**config.mk**
```make
export PLATFORM = sky130hd
export DESIGN_NAME = erp_trig
export DESIGN_NICKNAME = d
export VERILOG_FILES = /design/src/rtl/erp_pkg.sv /design/src/rtl/erp_trig.sv
export SDC_FILE = /design/constraint.sdc
export NUM_CORES = 1
export LEC_CHECK = 0
export ABC_AREA = 1
export ABC_CLOCK_PERIOD_IN_PS = 10900
export BUFFER_PORTS_ARGS = -buffer_cell sky130_fd_sc_hd__buf_2
export CELL_PAD_IN_SITES_DETAIL_PLACEMENT = 1
export CELL_PAD_IN_SITES_GLOBAL_PLACEMENT = 2
export CORE_ASPECT_RATIO = 1.4
export CORE_MARGIN = 5
export CORE_UTILIZATION = 38
export CTS_BUF_LIST = sky130_fd_sc_hd__clkbuf_2
export DETAILED_ROUTE_END_ITERATION = 10
export GPL_TIMING_DRIVEN = 0
export PLACE_DENSITY_LB_ADDON = 0.1
export SYNTH_ARGS = -nofsm -noshare
export SYNTH_HDL_FRONTEND = slang
export SYNTH_SLANG_ARGS = --single-unit
export TNS_END_PERCENT = 50
```
**constraint.sdc**
```tcl
create_clock -name clk -period 10.9 [get_ports clk]
set_input_delay 1.09 -clock clk [delete_from_list [all_inputs] [get_ports clk]]
set_output_delay 1.09 -clock clk [all_outputs]
set_load 0.02 [all_outputs]
```
**src/rtl/erp_pkg.sv**
```systemverilog
`timescale 1ns / 1ps
// ----------------------------------------------------------------------------
// erp_pkg
// Shared types, constants and arithmetic helpers for the pivot rotation core.
// ----------------------------------------------------------------------------
package erp_pkg;

	// Field and datapath widths
	localparam int COORD_W       = 32;
	localparam int ANGLE_W       = 17;
	localparam int CIW           = COORD_W + 4;
	localparam int TRIG_W        = 32;
	localparam int CW            = 34;
	localparam int CORDIC_STAGES = 16;
	localparam int ATAN_N        = 24;
	localparam int NUM_ITER      = (CORDIC_STAGES < ATAN_N) ? CORDIC_STAGES : ATAN_N;
	localparam int ITER_W        = $clog2(ATAN_N);
	localparam int PROD_W        = CIW + TRIG_W;
	localparam int RND_W         = PROD_W - 30 + 1;
	localparam int MAG_W         = 14;
	localparam int RAD_C_W       = 28;
	localparam int RAD_P_W       = MAG_W + RAD_C_W;
	localparam int ADDR_W        = 5;
	localparam int DATA_W        = 32;
	localparam int NUM_AXES      = 3;

	// Angle handling constants
	localparam logic [RAD_C_W-1:0] DEG100_TO_RAD_Q40 = 28'd191900981;
	localparam logic signed [CW-1:0] INV_GAIN_Q30    = 34'sd652032874;

	// Register indexes
	typedef logic [2:0] reg_idx_t;
	localparam reg_idx_t REG_ANG_X = 3'd0;
	localparam reg_idx_t REG_ANG_Y = 3'd1;
	localparam reg_idx_t REG_ANG_Z = 3'd2;
	localparam reg_idx_t REG_PIV_X = 3'd3;
	localparam reg_idx_t REG_PIV_Y = 3'd4;
	localparam reg_idx_t REG_PIV_Z = 3'd5;

	// Sine and cosine of one axis angle, Q30
	typedef struct packed {
		logic signed [TRIG_W-1:0] sin_v;
		logic signed [TRIG_W-1:0] cos_v;
	} trig_t;

	// Truncated arctangent table, Q30
	function automatic logic signed [CW-1:0] atan_q30(input logic [ITER_W-1:0] i);
		logic signed [CW-1:0] r;
		case (i)
			5'd0:    r = 34'sd843314856;
			5'd1:    r = 34'sd497837829;
			5'd2:    r = 34'sd263043836;
			5'd3:    r = 34'sd133525158;
			5'd4:    r = 34'sd67021686;
			5'd5:    r = 34'sd33543515;
			5'd6:    r = 34'sd16775850;
			5'd7:    r = 34'sd8388437;
			5'd8:    r = 34'sd4194282;
			5'd9:    r = 34'sd2097149;
			5'd10:   r = 34'sd1048575;
			5'd11:   r = 34'sd524287;
			5'd12:   r = 34'sd262143;
			5'd13:   r = 34'sd131071;
			5'd14:   r = 34'sd65535;
			5'd15:   r = 34'sd32767;
			5'd16:   r = 34'sd16383;
			5'd17:   r = 34'sd8191;
			5'd18:   r = 34'sd4095;
			5'd19:   r = 34'sd2047;
			5'd20:   r = 34'sd1023;
			5'd21:   r = 34'sd511;
			5'd22:   r = 34'sd255;
			5'd23:   r = 34'sd127;
			default: r = '0;
		endcase
		return r;
	endfunction

	// Scale a Q30 product back down, rounding half away from zero
	function automatic logic signed [RND_W-1:0] rnd_q30(input logic signed [PROD_W-1:0] p);
		logic [PROD_W-1:0] mag;
		logic [PROD_W-1:0] sum;
		logic [RND_W-1:0]  r;
		mag = p[PROD_W-1] ? (~p + 1'b1) : p;
		sum = mag + (PROD_W'(1) << 29);
		r   = {1'b0, sum[PROD_W-1:30]};
		return p[PROD_W-1] ? -$signed(r) : $signed(r);
	endfunction

endpackage

```
**src/rtl/erp_trig.sv**
```systemverilog
`timescale 1ns / 1ps
// ----------------------------------------------------------------------------
// erp_trig
// Sequential CORDIC that turns the three axis angles into sine and cosine.
// Runs one axis after another whenever an angle changes and after reset.
// ----------------------------------------------------------------------------
module erp_trig (
	input  logic                                clk,
	input  logic                                arst_n,
	input  logic signed [erp_pkg::ANGLE_W-1:0]  angle [erp_pkg::NUM_AXES],
	input  logic                                restart,
	output erp_pkg::trig_t                      trig  [erp_pkg::NUM_AXES],
	output logic                                busy
);
	import erp_pkg::*;

	typedef enum logic [4:0] {
		ST_IDLE = 5'b00001,
		ST_RED  = 5'b00010,
		ST_RAD  = 5'b00100,
		ST_ITER = 5'b01000,
		ST_DONE = 5'b10000
	} trig_st_t;

	trig_st_t             state_q;
	logic                 pend_q;
	logic [1:0]           axis_q;
	logic [MAG_W-1:0]     mag_q;
	logic                 neg_q;
	logic                 flip_q;
	logic [ITER_W-1:0]    cnt_q;
	logic signed [CW-1:0] x_q, y_q, z_q;
	trig_t                trig_q [NUM_AXES];

	logic signed [17:0]   a0, a1, a2, a3, a4, r;
	logic                 flip_c;
	logic [RAD_P_W-1:0]   rad_p;
	logic [RAD_P_W-1:0]   rad_r;
	logic signed [CW-1:0] z_mag;
	logic signed [CW-1:0] dx, dy, at;
	logic signed [CW-1:0] x_f, y_f;

	// Wrap the angle into one turn, then fold into a quarter turn
	always_comb begin
		a0 = {angle[axis_q][ANGLE_W-1], angle[axis_q]};
		a1 = (a0 > 18'sd18000) ? a0 - 18'sd36000 : a0;
		a2 = (a1 > 18'sd18000) ? a1 - 18'sd36000 : a1;
		a3 = (a2 <= -18'sd18000) ? a2 + 18'sd36000 : a2;
		a4 = (a3 <= -18'sd18000) ? a3 + 18'sd36000 : a3;
		flip_c = 1'b0;
		r = a4;
		if (a4 > 18'sd9000) begin
			r = a4 - 18'sd18000;
			flip_c = 1'b1;
		end else if (a4 < -18'sd9000) begin
			r = a4 + 18'sd18000;
			flip_c = 1'b1;
		end
	end

	// Hundredths of a degree to radians, Q30
	always_comb begin
		rad_p = {{RAD_C_W{1'b0}}, mag_q} * {{MAG_W{1'b0}}, DEG100_TO_RAD_Q40};
		rad_r = rad_p + RAD_P_W'(512);
		z_mag = CW'(rad_r[RAD_P_W-1:10]);
	end

	// One CORDIC micro-rotation
	always_comb begin
		dx  = y_q >>> cnt_q;
		dy  = x_q >>> cnt_q;
		at  = atan_q30(cnt_q);
		x_f = flip_q ? -x_q : x_q;
		y_f = flip_q ? -y_q : y_q;
	end

	// Sequence the three axes
	always_ff @(posedge clk or negedge arst_n) begin
		if (!arst_n) begin
			state_q <= ST_IDLE;
			pend_q  <= 1'b1;
			axis_q  <= '0;
			cnt_q   <= '0;
		end else begin
			if (restart) begin
				pend_q <= 1'b1;
			end else if (state_q == ST_IDLE && pend_q) begin
				pend_q <= 1'b0;
			end
			unique case (state_q)
				ST_IDLE: begin
					if (pend_q) begin
						axis_q  <= '0;
						state_q <= ST_RED;
					end
				end
				ST_RED: begin
					state_q <= ST_RAD;
				end
				ST_RAD: begin
					cnt_q   <= '0;
					state_q <= ST_ITER;
				end
				ST_ITER: begin
					cnt_q <= cnt_q + 1'b1;
					if (cnt_q == ITER_W'(NUM_ITER - 1)) begin
						state_q <= ST_DONE;
					end
				end
				ST_DONE: begin
					if (axis_q == 2'(NUM_AXES - 1)) begin
						state_q <= ST_IDLE;
					end else begin
						axis_q  <= axis_q + 1'b1;
						state_q <= ST_RED;
					end
				end
				default: state_q <= ST_IDLE;
			endcase
		end
	end

	// Datapath of the sequencer
	always_ff @(posedge clk) begin
		case (state_q)
			ST_RED: begin
				mag_q  <= MAG_W'(r[17] ? -r : r);
				neg_q  <= r[17];
				flip_q <= flip_c;
			end
			ST_RAD: begin
				z_q <= neg_q ? -z_mag : z_mag;
				x_q <= INV_GAIN_Q30;
				y_q <= '0;
			end
			ST_ITER: begin
				if (!z_q[CW-1]) begin
					x_q <= x_q - dx;
					y_q <= y_q + dy;
					z_q <= z_q - at;
				end else begin
					x_q <= x_q + dx;
					y_q <= y_q - dy;
					z_q <= z_q + at;
				end
			end
			ST_DONE: begin
				trig_q[axis_q] <= '{sin_v: y_f[TRIG_W-1:0], cos_v: x_f[TRIG_W-1:0]};
			end
			default: ;
		endcase
	end

	assign trig = trig_q;
	assign busy = pend_q || (state_q != ST_IDLE);

endmodule

```
==> out/qor.yml <==
grt_use_met1_pct: 26.24
syn_area_per_cell_sq_um: 7.772
grt_pass1_wl_mm: 180.5
grt_overflow_total: 0
synthTopCellsByArea: "edfxtp_1 (29%), ha_1 (11%), nand2_1 (10%)"
ctsResizeCount: 0
clockRootBuffer: "clkbuf_2"
top_usage_layer: "met2"
skew_ns: 0.08471
status: "finished clean"
synth_top_area_share_pct: 29.24
drv_slew: 0
insertion_delay_ns: 1.13
relSlewSlack_pct: 11.17
period_needed_ns: 9.645
area_delta_synth_final_pct: 11.26
die_w_microns: 254.6
design_area_sq_um: 35420
ys_types: 62
critPathMaxFanout: 10
first_pass_iters: 5
wl_per_cell_microns: 21.41
grt.met3_usage_pct: 2.560
synth_enable_flop_cells: 310
core_area_sq_um: 83050
cts_setup_buffers: 0
multiInputGateArea_sq_um: 19230
met2_usage_pct: 52.51
vias: 29160
routed_wirelength_mm: 119.5
netlist_top_cells_count: "nand2_1 (869), inv_1 (638), o21ai_0 (327), nor2_1 (312), edfxtp_1 (310)"
synth_seq_cells: 323
placement.cell_area_sq_um: 34620
gp_congestion: 1.002
ctsHoldBuffers: 1
hold_class: "primary input to flop"
grt_setup_unrepaired: "no"
fmaxAchievable_ghz: 0.1037
syn_inst: 4096
max_stage_delay_ns: 0.92
grt_util_all_layers_pct: 26.11
cp.required_ns: 11.82
row_count: 125
crit_arrival_ns: 10.56
die_h_microns: 352.5
grt_max_degree: 64
tns_ns: 0
max_cap_viol_count: 0
crit_path_frequent_cell: "nand2_1"
clk_path_buf_depth: 3
fp.dieArea_sq_um: 89740
ant_nets: 0
num-nets-final: 4890
crit_path_start_kind: "flop"
htree_num_levels: 3
yosysTopAreaCell: "edfxtp_1"
critPathKind: "flop to flop"
ios: 247
setup.worst_path.end_class: "flop"
dp_slack_ns: 1.300
yosysMostFrequentCell: "nand2_1"
layout_setup_ws_ns: 1.255
first_iter_violations: 1159
seq_area_sq_um: 9637
drc: 0
syn_area_sq_um: 31830
ys.flop_type: "edfxtp_1"
ys_seq_area_share_pct: 30.27
fillCellCount: 10520
antenna_found_initial: 4
cts_tree: "yes"
via_per_inst: 5.224
synthArstFlopShare_pct: 4.025
hold_viol: 0
io_buffers: 246
clk_pin_slew_ns: 0.09
slowest_stage: "o21ai_0"
grt_pass1_vias: 31230
hpwlAfterDp_mm: 100.1
finalSetupViolCount: 0
fin_crit_sh_pct: 88.48
synth_fp_nets: 4547
clock_sinks: 323
synth-warning-count: 0
initial_core_util_pct: 38.33
drive_gt1_share_pct: 11.69
numCtsBuffers: 85
tightest_slew_ns: 1.333
[area by class of cell]
class	instances	area share, %
antenna	2	0.01413
buffer	113	1.466
clock buffer	118	1.667
clock inverter	30	0.5617
inverter	660	7.015
multi-input combinational	3000	54.30
sequential	323	27.21
tap	1079	3.811
timing repair buffer	256	3.960
[critical path: cells and delay by family, from the launching register on]
family,cells,cell delay [ns]
AO/OA/AOI/OAI,19,4.76
adder cells (fa/ha/maj),2,0.54
buffers and inverters,8,1.66
flip-flops,1,0.54
multiplexers,1,0.18
AND/OR/NAND/NOR,20,1.74
[registers in the layout, indices dropped and copies added, names as in the netlist]
register and cells:
y_q 34, axis_q 2, pend_q 1, flip_q 1, state_q 5, z_q 34, neg_q 1, trig 192
mag_q 14, cnt_q 5, x_q 34
[layout by cell type, fill, tap and decap left out, types with 18 or more instances in the layout]
cell type and n:
mux2i_1 47, buf_2 249, xnor2_1 48, nand4_1 29, nand3_1 178, clkbuf_2 119, inv_1 637, nand2_1 868
fa_1 115, clkbuf_1 76, clkinv_1 20, nor2_1 310, or2_2 19, nand2_2 27, o21ai_0 327, ha_1 282
buf_1 20, edfxtp_1 310, nor3_1 51, o211ai_1 18, a21oi_1 290, xor2_1 184
[metrics by stage]
stage,std cells,hold WS (ns),utilization (%)
detailed placement,5430,0.4796,41.68
floorplan,4096,0.4321,-
finish,5581,0.1642,42.65
global route,5581,0.07930,42.65
CTS,5579,0.04046,42.64
global placement,5421,0.4446,41.44
[logic make-up after synthesis]
group | Yosys count | share of synthesized area, %
and+or+nand+nor | 1555 | 20.80
buffers and inverters | 773 | 9.425
AOI/OAI and AO/OA | 769 | 13.33
adders and majority gates | 397 | 18.32
DFF | 323 | 30.27
xor gates and xnor gates | 232 | 6.383
muxes | 47 | 1.478
[path summary, 6_finish.rpt]
check                           start          to  slack, ns  cells after the start
max                          cnt_q[0]     y_q[33]       1.26                     50
min                           restart      pend_q       0.16                      2
max reg2reg                  cnt_q[0]     y_q[33]       1.26                     50
min reg2reg                state_q[4]  state_q[2]       0.50                      1
max in group asynchronous      arst_n  state_q[0]      10.15                      2
min in group asynchronous      arst_n  state_q[4]       0.44                      2
[metal layers]
metal  vias to the layer above  part of all wire, %
li1                      14230                    -
met2                       529                   56
met4                         0                  5.3
met1                     14130                   36
met5                         -                    0
met3                       263                  2.6
Power is not shown: default switching activity piles up to over one toggle a cycle in this logic, so the estimate is an artifact.
